--- config.mk ---
export PLATFORM = sky130hd
export DESIGN_NAME = rv32_subset_execute
export DESIGN_NICKNAME = d
export VERILOG_FILES = /design/src/rtl/core/rvse_pkg.sv /design/src/rtl/core/rvse_regfile.sv /design/src/rtl/core/rvse_exec.sv /design/src/rtl/core/rv32_subset_execute.sv
export SDC_FILE = /design/constraint.sdc
export NUM_CORES = 2
export LEC_CHECK = 0
export BUFFER_PORTS_ARGS = -buffer_cell sky130_fd_sc_hd__buf_2
export CORE_ASPECT_RATIO = 1.75
export CORE_MARGIN = 3
export CORE_UTILIZATION = 40
export CTS_CLUSTER_DIAMETER = 50
export DETAILED_ROUTE_END_ITERATION = 8
export PLACE_DENSITY = 0.58
export SYNTH_ARGS = -nofsm -noshare
export SYNTH_HDL_FRONTEND = slang
export SYNTH_SLANG_ARGS = --single-unit
--- constraint.sdc ---
create_clock -name clk -period 7.8 [get_ports clk]
set_clock_uncertainty 0.15 [all_clocks]
set_input_delay 1.56 -clock clk [delete_from_list [all_inputs] [get_ports clk]]
set_output_delay 1.56 -clock clk [all_outputs]
set_load 0.01 [all_outputs]
--- src/rtl/core/rvse_pkg.sv ---
// Shared definitions for the RV32I subset execute block.
// Opcodes, function codes, ALU control codes and the structs passed
// between the register file, the execute logic and the top level.
`default_nettype none

package rvse_pkg;

  localparam int DefRegCount = 32;
  localparam int XLen        = 32;
  localparam int RegIdxW     = 5;
  localparam int BrOffW      = 13;

  localparam logic [6:0] OP_RTYPE  = 7'b0110011;
  localparam logic [6:0] OP_ITYPE  = 7'b0010011;
  localparam logic [6:0] OP_BRANCH = 7'b1100011;

  localparam logic [6:0] F7_BASE = 7'b0000000;
  localparam logic [6:0] F7_ALT  = 7'b0100000;

  localparam logic [2:0] F3_ADD = 3'b000;
  localparam logic [2:0] F3_BEQ = 3'b000;
  localparam logic [2:0] F3_OR  = 3'b110;
  localparam logic [2:0] F3_AND = 3'b111;

  // Classic ALU control encoding.
  typedef enum logic [3:0] {
    ALU_AND = 4'b0000,
    ALU_OR  = 4'b0001,
    ALU_ADD = 4'b0010,
    ALU_SUB = 4'b0110
  } alu_op_t;

  typedef struct packed {
    logic               en;
    logic [RegIdxW-1:0] addr;
    logic [XLen-1:0]    data;
  } wr_req_t;

  typedef struct packed {
    logic               illegal_instr;
    logic [BrOffW-1:0]  branch_offset;
    logic               branch_taken;
    logic [XLen-1:0]    write_value;
    logic [RegIdxW-1:0] dest_reg;
    logic               writes_reg;
  } exec_res_t;

endpackage

`default_nettype wire

--- src/rtl/core/rvse_regfile.sv ---
// Register file: synchronous memory with two registered read ports and one
// write port, per-entry valid bits for reset, and forwarding of the last write.
// Depends on rvse_pkg.
`default_nettype none

module rvse_regfile #(
  parameter int REG_COUNT = rvse_pkg::DefRegCount
) (
  input  wire logic                             clk,
  input  wire logic                             rst,
  input  wire logic                             rd_en,
  input  wire logic [rvse_pkg::RegIdxW-1:0]     rs1,
  input  wire logic [rvse_pkg::RegIdxW-1:0]     rs2,
  input  wire rvse_pkg::wr_req_t                wr,
  output logic      [rvse_pkg::XLen-1:0]        rdata1,
  output logic      [rvse_pkg::XLen-1:0]        rdata2
);
  import rvse_pkg::*;

  localparam int AddrW = $clog2(REG_COUNT);
  localparam logic [RegIdxW:0] RegLimit = (RegIdxW+1)'(REG_COUNT);

  logic [XLen-1:0]      mem [REG_COUNT];
  logic [REG_COUNT-1:0] valid;

  logic [XLen-1:0]    q1;
  logic [XLen-1:0]    q2;
  logic               v1;
  logic               v2;
  logic [RegIdxW-1:0] idx1;
  logic [RegIdxW-1:0] idx2;
  wr_req_t            last_wr;

  always_ff @(posedge clk) begin
    if (wr.en) begin
      mem[wr.addr[AddrW-1:0]] <= wr.data;
    end
    if (rd_en) begin
      q1   <= mem[rs1[AddrW-1:0]];
      q2   <= mem[rs2[AddrW-1:0]];
      idx1 <= rs1;
      idx2 <= rs2;
    end
  end

  // Entry zero is never written, so its valid bit keeps x0 reading as zero.
  always_ff @(posedge clk) begin
    if (rst) begin
      valid      <= '0;
      v1         <= 1'b0;
      v2         <= 1'b0;
      last_wr.en <= 1'b0;
    end else begin
      if (wr.en) begin
        valid[wr.addr[AddrW-1:0]] <= 1'b1;
        last_wr                   <= wr;
      end
      if (rd_en) begin
        v1 <= ({1'b0, rs1} < RegLimit) && valid[rs1[AddrW-1:0]];
        v2 <= ({1'b0, rs2} < RegLimit) && valid[rs2[AddrW-1:0]];
      end
    end
  end

  // A read taken at the same edge as a write sees the old entry; the most
  // recent write is always at least as new as the memory, so it wins on a hit.
  always_comb begin
    if (last_wr.en && last_wr.addr == idx1) begin
      rdata1 = last_wr.data;
    end else begin
      rdata1 = v1 ? q1 : '0;
    end
    if (last_wr.en && last_wr.addr == idx2) begin
      rdata2 = last_wr.data;
    end else begin
      rdata2 = v2 ? q2 : '0;
    end
  end

endmodule

`default_nettype wire

--- src/rtl/core/rvse_exec.sv ---
// Decode and execute for add, sub, and, or, addi, andi, ori and beq.
// Produces the result item and the register write request. Depends on rvse_pkg.
`default_nettype none

module rvse_exec #(
  parameter int REG_COUNT = rvse_pkg::DefRegCount
) (
  input  wire logic [rvse_pkg::XLen-1:0] instr,
  input  wire logic [rvse_pkg::XLen-1:0] rdata1,
  input  wire logic [rvse_pkg::XLen-1:0] rdata2,
  output rvse_pkg::exec_res_t            res
);
  import rvse_pkg::*;

  localparam logic [RegIdxW:0] RegLimit = (RegIdxW+1)'(REG_COUNT);

  logic [6:0]         opc;
  logic [2:0]         f3;
  logic [6:0]         f7;
  logic [RegIdxW-1:0] rd;
  logic [RegIdxW-1:0] rs1;
  logic [RegIdxW-1:0] rs2;
  logic               rd_ok;
  logic               rs1_ok;
  logic               rs2_ok;
  logic [XLen-1:0]    imm_i;
  logic [BrOffW-1:0]  imm_b;
  logic [XLen-1:0]    opb;
  logic [XLen-1:0]    alu_out;
  alu_op_t            alu_op;
  logic               illegal;
  logic               is_alu;
  logic               is_br;

  assign opc    = instr[6:0];
  assign rd     = instr[11:7];
  assign f3     = instr[14:12];
  assign rs1    = instr[19:15];
  assign rs2    = instr[24:20];
  assign f7     = instr[31:25];
  assign rd_ok  = {1'b0, rd} < RegLimit;
  assign rs1_ok = {1'b0, rs1} < RegLimit;
  assign rs2_ok = {1'b0, rs2} < RegLimit;
  assign imm_i  = {{(XLen-12){instr[31]}}, instr[31:20]};
  assign imm_b  = {instr[31], instr[7], instr[30:25], instr[11:8], 1'b0};

  always_comb begin
    illegal = 1'b0;
    is_alu  = 1'b0;
    is_br   = 1'b0;
    alu_op  = ALU_ADD;
    opb     = rdata2;
    unique case (opc)
      OP_RTYPE: begin
        is_alu = 1'b1;
        if (!rs1_ok || !rs2_ok || !rd_ok) begin
          illegal = 1'b1;
        end else if (f7 == F7_BASE && f3 == F3_ADD) begin
          alu_op = ALU_ADD;
        end else if (f7 == F7_ALT && f3 == F3_ADD) begin
          alu_op = ALU_SUB;
        end else if (f7 == F7_BASE && f3 == F3_AND) begin
          alu_op = ALU_AND;
        end else if (f7 == F7_BASE && f3 == F3_OR) begin
          alu_op = ALU_OR;
        end else begin
          illegal = 1'b1;
        end
      end
      OP_ITYPE: begin
        is_alu = 1'b1;
        opb    = imm_i;
        if (!rs1_ok || !rd_ok) begin
          illegal = 1'b1;
        end else if (f3 == F3_ADD) begin
          alu_op = ALU_ADD;
        end else if (f3 == F3_AND) begin
          alu_op = ALU_AND;
        end else if (f3 == F3_OR) begin
          alu_op = ALU_OR;
        end else begin
          illegal = 1'b1;
        end
      end
      OP_BRANCH: begin
        is_br = 1'b1;
        if (f3 != F3_BEQ || !rs1_ok || !rs2_ok) begin
          illegal = 1'b1;
        end
      end
      default: begin
        illegal = 1'b1;
      end
    endcase
  end

  always_comb begin
    unique case (alu_op)
      ALU_ADD: alu_out = rdata1 + opb;
      ALU_SUB: alu_out = rdata1 - opb;
      ALU_AND: alu_out = rdata1 & opb;
      ALU_OR:  alu_out = rdata1 | opb;
      default: alu_out = rdata1 + opb;
    endcase
  end

  // A result aimed at x0 is dropped entirely.
  always_comb begin
    res.writes_reg    = is_alu && !illegal && (rd != '0);
    res.dest_reg      = res.writes_reg ? rd : '0;
    res.write_value   = res.writes_reg ? alu_out : '0;
    res.branch_taken  = is_br && !illegal && (rdata1 == rdata2);
    res.branch_offset = (is_br && !illegal) ? imm_b : '0;
    res.illegal_instr = illegal;
  end

endmodule

`default_nettype wire

--- src/rtl/core/rv32_subset_execute.sv ---
// An accepted request enters stage s1 with its register file read; its result
// is registered when s1 fires. Throughput: one instruction per cycle unless the
// output stalls; the last write is forwarded, so dependent instructions never
// wait. Reset clears the register file's valid bits; every register reads as
// zero right after reset. Depends on rvse_pkg, rvse_regfile, rvse_exec.
`default_nettype none

module rv32_subset_execute #(
  parameter int REG_COUNT = rvse_pkg::DefRegCount
) (
  input  wire logic        clk,
  input  wire logic        rst,
  input  wire logic        s_tvalid,
  output logic             s_tready,
  input  wire logic [31:0] s_tdata,  // [31:0] instr_word
  output logic             m_tvalid,
  input  wire logic        m_tready,
  // [0] writes_reg, [5:1] dest_reg, [37:6] write_value, [38] branch_taken,
  // [51:39] branch_offset, [52] illegal_instr, [55:53] zero
  output logic [55:0]      m_tdata
);
  import rvse_pkg::*;

  logic            s1_valid;
  logic [XLen-1:0] s1_instr;
  logic            s1_fire;
  logic            accept;
  logic [XLen-1:0] rdata1;
  logic [XLen-1:0] rdata2;
  exec_res_t       res;
  exec_res_t       out_res;
  wr_req_t         wr;

  assign s1_fire  = s1_valid && (!m_tvalid || m_tready);
  assign s_tready = !s1_valid || s1_fire;
  assign accept   = s_tvalid && s_tready;

  assign wr.en   = s1_fire && res.writes_reg;
  assign wr.addr = res.dest_reg;
  assign wr.data = res.write_value;

  rvse_regfile #(
    .REG_COUNT(REG_COUNT)
  ) u_regfile (
    .clk    (clk),
    .rst    (rst),
    .rd_en  (accept),
    .rs1    (s_tdata[19:15]),
    .rs2    (s_tdata[24:20]),
    .wr     (wr),
    .rdata1 (rdata1),
    .rdata2 (rdata2)
  );

  rvse_exec #(
    .REG_COUNT(REG_COUNT)
  ) u_exec (
    .instr  (s1_instr),
    .rdata1 (rdata1),
    .rdata2 (rdata2),
    .res    (res)
  );

  always_ff @(posedge clk) begin
    if (rst) begin
      s1_valid <= 1'b0;
      m_tvalid <= 1'b0;
    end else begin
      if (s_tready) begin
        s1_valid <= s_tvalid;
      end
      if (s1_fire) begin
        m_tvalid <= 1'b1;
      end else if (m_tready) begin
        m_tvalid <= 1'b0;
      end
    end
  end

  always_ff @(posedge clk) begin
    if (accept) begin
      s1_instr <= s_tdata;
    end
    if (s1_fire) begin
      out_res <= res;
    end
  end

  assign m_tdata = {3'b000, out_res};

endmodule

`default_nettype wire

# Word level (Yosys, flattened, before mapping)
# Memory sizes are Yosys's and may differ from the RTL's. A register that Yosys moved wholly into a read port is not among the register bits.
# Cells that the tools add are included.
# classes
eq_ne	11
magnitude_cmp	4
mux	37
n_reduce_logical	27
n_addsub	2
bitwise	4
# ops
operator	n
32-bit two-way mux	6
32-bit case mux with 3 select lines	1
32-bit OR	2
32-bit adder	1
32-bit bitwise AND	1
32-bit == test	1
32-bit subtractor	1
4-bit two-way mux	5
5-bit by 6-bit < comparator with 1-bit output (second input constant)	3
1-bit two-way mux	17
7-bit by 6-bit == test with 1-bit output (second input constant)	2
1-bit logical AND	14
1-bit binary-select mux with 5-bit select	2
5-bit == test	2
4-bit case mux with 2 select lines	1
7-bit by 5-bit == test with 1-bit output (second input constant)	1
7-bit == test (second input constant)	1
7-bit logical NOT	1
3-bit == test (second input constant)	2
1-bit demux with 5-bit select	1
5-bit by 1-bit >= comparator with 1-bit output (second input constant)	1
5-bit two-way mux	1
5-bit nonzero test	1
4-bit by 1-bit == test with 1-bit output (second input constant)	1
other kinds (12)	16
# totals
memories	1
ramBits	1024
regBits	169
output_inout_bits	58
elab_cells	104
# memory_table
memory	words	width	read_ports	rd_ports_with_merged_regs	wr	line_no	rtl
u_regfile.mem	32	32	2	2	1	rvse_regfile.sv:23	logic [XLen-1:0] mem [REG_COUNT];

# Logic depth before layout (Yosys ltp)
# depth
word_depth	16
mapped_depth	30
ltp_nobuf	27

# Cells and area by module
# Synthesis repeated with hierarchy kept, for this count alone.
# unflattened
cells_unflattened	3212
hier_area_um2	59806.1
# modules_own_cells
module	n_inst	seq_area_each_um2	cells_per_inst	area_per_inst_um2
rvse_regfile	1	34783.4	2458	52771.9
rvse_exec	1	0.0	654	4345.4
rv32_subset_execute	1	2592.5	100	2688.8

# Least setup slack after synthesis
# OpenSTA, ideal clock, no wires.
# synth_timing
path_type	reg2reg
startpoint	register s1_instr[22]
endpoint	register out_res (netlist bit m_tdata[25]), data pin
path_buffers	3
t_arrival_ns	6.410
stages_incl_launch_ff	27
setup_time_ns	0.483
setup_slack_ns	0.757
synth_period_minus_slack_ns	7.043
path_cell_list	edfxtp_1 > xnor2_1 > nand4_1 > nor2_2 > buf_2 > buf_1 > a21oi_1 > nand2_1 > o21ai_0 > ha_1 > and4b_2 > a41oi_2 > or2_2 > nand2_1 > xor2_1 > ha_1 > clkbuf_1 > a21oi_1 > o21ai_0 > a21o_1 > a21oi_1 > o21ai_0 > a31o_2 > a41oi_1 > xnor2_1 > nor2_1 > a211oi_1
# synth_lines
element	line_no	rtl
start, declared	rv32_subset_execute.sv:25	logic [XLen-1:0] s1_instr;
start signal, assigned	rv32_subset_execute.sv:82	s1_instr <= s_tdata;
end signal, assigned	rv32_subset_execute.sv:85	out_res <= res;
end, declared	rv32_subset_execute.sv:31	exec_res_t out_res;

==> run summary <==
Outcome
* finished, final reports clean — outcome

Place
* 115000 um — post-DP HPWL
* 89 — I/O Buffers
* 446 ps — worst setup slack before clock tree synthesis
* 0.981 — routability congestion estimate from global placement

Critical path
* flip-flop — type of element launching the critical path
* s1_instr[23] — beginning of the critical path
* s1_instr[23] — launch point of the worst reg-to-reg path
* 980 ps — CP max stage delay
* sky130_fd_sc_hd__nor2_2 — worst-path cell with the longest stage delay
* simple AND/OR/NAND/NOR gates — gate family responsible for the most delay along the worst path
* 27 — logic depth of the worst setup path including buffers
* 27 — path depth of the worst reg2reg path
* flip-flop to flip-flop — worst setup path category
* 34 — peak fanout along the critical path
* 8010 ps — required time of the critical path
* sky130_fd_sc_hd__a21oi_1 — library cell appearing most often on the critical path
* 7580 ps — critical path arrival
* flip-flop — element type at the critical path end
* 1 — worst path bufs/invs

Yosys
* sky130_fd_sc_hd__edfxtp_1 (61%), sky130_fd_sc_hd__mux4_2 (25%), sky130_fd_sc_hd__dfxtp_1 (1.2%), sky130_fd_sc_hd__mux2_2 (1.2%), sky130_fd_sc_hd__a21oi_1 (1.1%) — top cells by area, synth
* 3.23% — fraction of the mapped netlist area in compound gates
* 61.1% — Synth top area share
* sky130_fd_sc_hd__edfxtp_1 — Synth area leader
* 1246 — synthesized flop and latch total
* 62.4% — sequential-to-total area share from yosys stat
* 0% — proportion of synthesized flip-flops having asynchronous set or reset
* sky130_fd_sc_hd__edfxtp_1 — predominant post-synthesis flop cell
* 3137 — synthesized netlist cell count
* 18.9 um2 — syn avg cell area
* multiplexers — largest family of logic cells by synthesized area
* 59400 um2 — cell area after synthesis
* 1209 — count of flip-flops with a built-in enable after synthesis
* 0 — Synthesis Warnings
* 1.47% — xor and xnor area share after synthesis
* 87 — Unique masters post-synth
* 26.3% — mux contribution to synthesized area
* 1.10% — arithmetic-cell share of the synthesized area counting full adders, half adders and majority gates
* 3.67% — synthesized-area fraction occupied by and/or/nand/nor cells

Die
* 186 — Cell Rows
* 153000 um2 — die area
* 147000 um2 — Core ar.
* 94 — ports placed on the boundary
* 297 um — Die Width
* 516 um — die span in y
* 40.4% — starting density of the core

GRT
* 35600 — number of global-route vias before repair
* 275000 um — wire length of the first global-routing pass
* 0 — total global routing overflow
* 110 — maximum number of pins on one net before global-route repair
* 25.6% — all-layer global routing usage
* 10 — initial antenna violation count

Clock network
* 70 ps — Clock transition at path regs
* 0 — Setup Buffers After CTS
* 760 ps — clock latency on the worst-skew pair
* yes — CTS tree
* 3 — Clock Tree Buf Depth
* sky130_fd_sc_hd__clkbuf_16 — CTS Root Cell
* 1246 — CTS sink cnt
* 116 — total CTS buffers
* 3 — number of levels in the clock H-tree

Layout
* sky130_fd_sc_hd__edfxtp_1 (1209), sky130_fd_sc_hd__mux4_2 (660), sky130_fd_sc_hd__a21oi_1 (128), sky130_fd_sc_hd__nor2_1 (122), sky130_fd_sc_hd__clkbuf_16 (116) — leading cell types in the layout, fill and taps excluded
* 12500 — Filler Cell Count
* sky130_fd_sc_hd__edfxtp_1 — leading cell type in the layout, fill and taps excluded
* 12.6% — post-synthesis to final-layout area growth
* 36.3% — fraction of final layout cells sized beyond drive strength 1
* 3353 — Nets

Timing
* 0 ps — aggregate negative setup slack
* 341 ps — Hold WS
* 12.5% — worst rel slew slack
* 430 ps — worst setup margin
* 136 MHz — max frequency
* 0 — max-slew violation count
* 94.5% — period utilization
* 0 — number of hold violations in the final report
* 1310 ps — measured slew at the worst slew-check pin
* no — unrepaired setup endpoints after global routing
* 7370 ps — final worst path period need
* 0 — number of setup violations in the final report

Routing
* 6 — DRT Pass-1 Iters
* 36.6 um — routed length per placed instance
* 6.33 — detail-routed via count per cell
* 33900 — DR vias
* 0 — post-route antenna net violation count
* 0 — DRC violations left
* 196000 um — detailed-route wire length
* 3961 — detailed router's first-iteration violation count

Hold path
* 1 — count of cells along the worst hold path
* u_regfile.valid[0] — Worst Hold Launch
* flip-flop to flip-flop — Tightest Hold Check Type

Job
* 0 — MaxCap Viol Count

Power
* 14.1 mW — total power consumption of the routed design
* 21.8 nW — leakage power total
* 0.170 mV — peak supply drop
* 210 nW/um2 — Cell Pwr Density

-- worst register-to-register path, cell delays in order (launching register included) --
cell and delay (ps):
sky130_fd_sc_hd__edfxtp_1 460, sky130_fd_sc_hd__xnor2_1 270, sky130_fd_sc_hd__and4_4 370, sky130_fd_sc_hd__nand2_2 100, sky130_fd_sc_hd__and3_1 180, sky130_fd_sc_hd__a21oi_1 200, sky130_fd_sc_hd__nand2_1 80, sky130_fd_sc_hd__o21ai_0 150
sky130_fd_sc_hd__ha_1 350, sky130_fd_sc_hd__and4b_2 270, sky130_fd_sc_hd__a41oi_2 70, sky130_fd_sc_hd__or2_2 390, sky130_fd_sc_hd__nor2_1 290, sky130_fd_sc_hd__nor2_1 120, sky130_fd_sc_hd__xor2_1 160, sky130_fd_sc_hd__ha_1 410
sky130_fd_sc_hd__a21o_1 210, sky130_fd_sc_hd__a21o_1 170, sky130_fd_sc_hd__a21oi_1 210, sky130_fd_sc_hd__o21ai_0 190, sky130_fd_sc_hd__nor3_1 180, sky130_fd_sc_hd__a31oi_1 120, sky130_fd_sc_hd__buf_4 210, sky130_fd_sc_hd__a21bo_2 230
sky130_fd_sc_hd__a21oi_1 210, sky130_fd_sc_hd__xnor2_1 140, sky130_fd_sc_hd__a21oi_1 90, sky130_fd_sc_hd__nor2_2 980
-- cell families (layout without fill, tap and decap cells) --
kind of cell,count (synthesis),after routing
adder cells (fa/ha/maj),56,56
other,1,38
flip-flops,1246,1246
XOR/XNOR,100,100
multiplexers,729,729
AO/OA/AOI/OAI,300,300
AND/OR/NAND/NOR,445,445
buffers and inverters,260,467
-- sequential cells by signal, summed over array words and instances (netlist names) --
signal             cells
u_regfile.mem       1024
m_tdata               52
u_regfile.last_wr     38
s1_instr              32
u_regfile.q1          32
u_regfile.q2          32
u_regfile.valid       32
m_tvalid               1
s1_valid               1
u_regfile.v1           1
u_regfile.v2           1
-- stage by stage --
step	utilization [%]	cell area, um2	cells
after floorplan	-	59500	3172
after global placement	42.9	63100	5137
after detailed placement	42.9	63100	5137
after CTS	45.5	66900	5352
after global routing	45.5	66900	5354
final	45.5	66900	5355
-- final timing paths --
kind / to / slack [ps]
setup reg to reg: u_regfile.mem[1][29] / 430
setup / recovery: u_regfile.mem[1][29] / 430
hold / removal: u_regfile.valid[0] / 340
hold reg to reg: u_regfile.valid[0] / 340
-- cell usage after synthesis (8+ instances only) --
| cell type | count |
|---|---|
| sky130_fd_sc_hd__a211oi_1 | 20 |
| sky130_fd_sc_hd__a21o_1 | 14 |
| sky130_fd_sc_hd__a21oi_1 | 129 |
| sky130_fd_sc_hd__a31oi_1 | 13 |
| sky130_fd_sc_hd__and2_1 | 15 |
| sky130_fd_sc_hd__and3_1 | 45 |
| sky130_fd_sc_hd__buf_1 | 45 |
| sky130_fd_sc_hd__clkbuf_1 | 158 |
| sky130_fd_sc_hd__dfxtp_1 | 37 |
| sky130_fd_sc_hd__edfxtp_1 | 1209 |
| sky130_fd_sc_hd__ha_1 | 34 |
| sky130_fd_sc_hd__inv_1 | 40 |
| sky130_fd_sc_hd__maj3_1 | 21 |
| sky130_fd_sc_hd__mux2_2 | 64 |
| sky130_fd_sc_hd__mux4_2 | 660 |
| sky130_fd_sc_hd__nand2_1 | 104 |
| sky130_fd_sc_hd__nand2b_1 | 8 |
| sky130_fd_sc_hd__nand3_1 | 27 |
| sky130_fd_sc_hd__nor2_1 | 154 |
| sky130_fd_sc_hd__nor3_1 | 21 |
| sky130_fd_sc_hd__nor4_1 | 13 |
| sky130_fd_sc_hd__o21ai_0 | 54 |
| sky130_fd_sc_hd__o31ai_1 | 8 |
| sky130_fd_sc_hd__or3_1 | 9 |
| sky130_fd_sc_hd__xnor2_1 | 60 |
| sky130_fd_sc_hd__xor2_1 | 40 |
-- power by group --
part           internal [mW]  total (mW)  switching, mW
logic                  0.457       0.995          0.538
registers               7.32        7.37         0.0455
clock network           3.06        5.71           2.66
total                   10.8        14.1           3.24
-- metal layers --
metal / wire, um / global-route usage (%) / up-vias / part of all wire (%)
li1: - / - / 13500 / -
met1: 70800 / 30.9 / 18400 / 36
met2: 101000 / 44.9 / 1569 / 52
met3: 12100 / 3.59 / 414 / 6.2
met4: 11400 / 13.1 / 8 / 5.8
met5: 40 / 0 / - / 0.020
-- layout make-up --
cell class              instances  area [um2]  area share [%]
diodes                          2        5.00         0.00748
clock buffers                 126        2940            4.40
clock inverters                89         835            1.25
inverters                      40         153           0.228
multi-input cells            1666       21900            32.7
flip-flops and latches       1246       37000            55.4
well taps                    1974        2470            3.69
repair buffers                212        1540            2.30
-- repair_timing --
item	4_1_cts	5_1_grt
setup endpoints to repair	0	34
hold buffers	0	0
resized for setup	0	1
No activity file was read; power rests on OpenSTA's default activity.
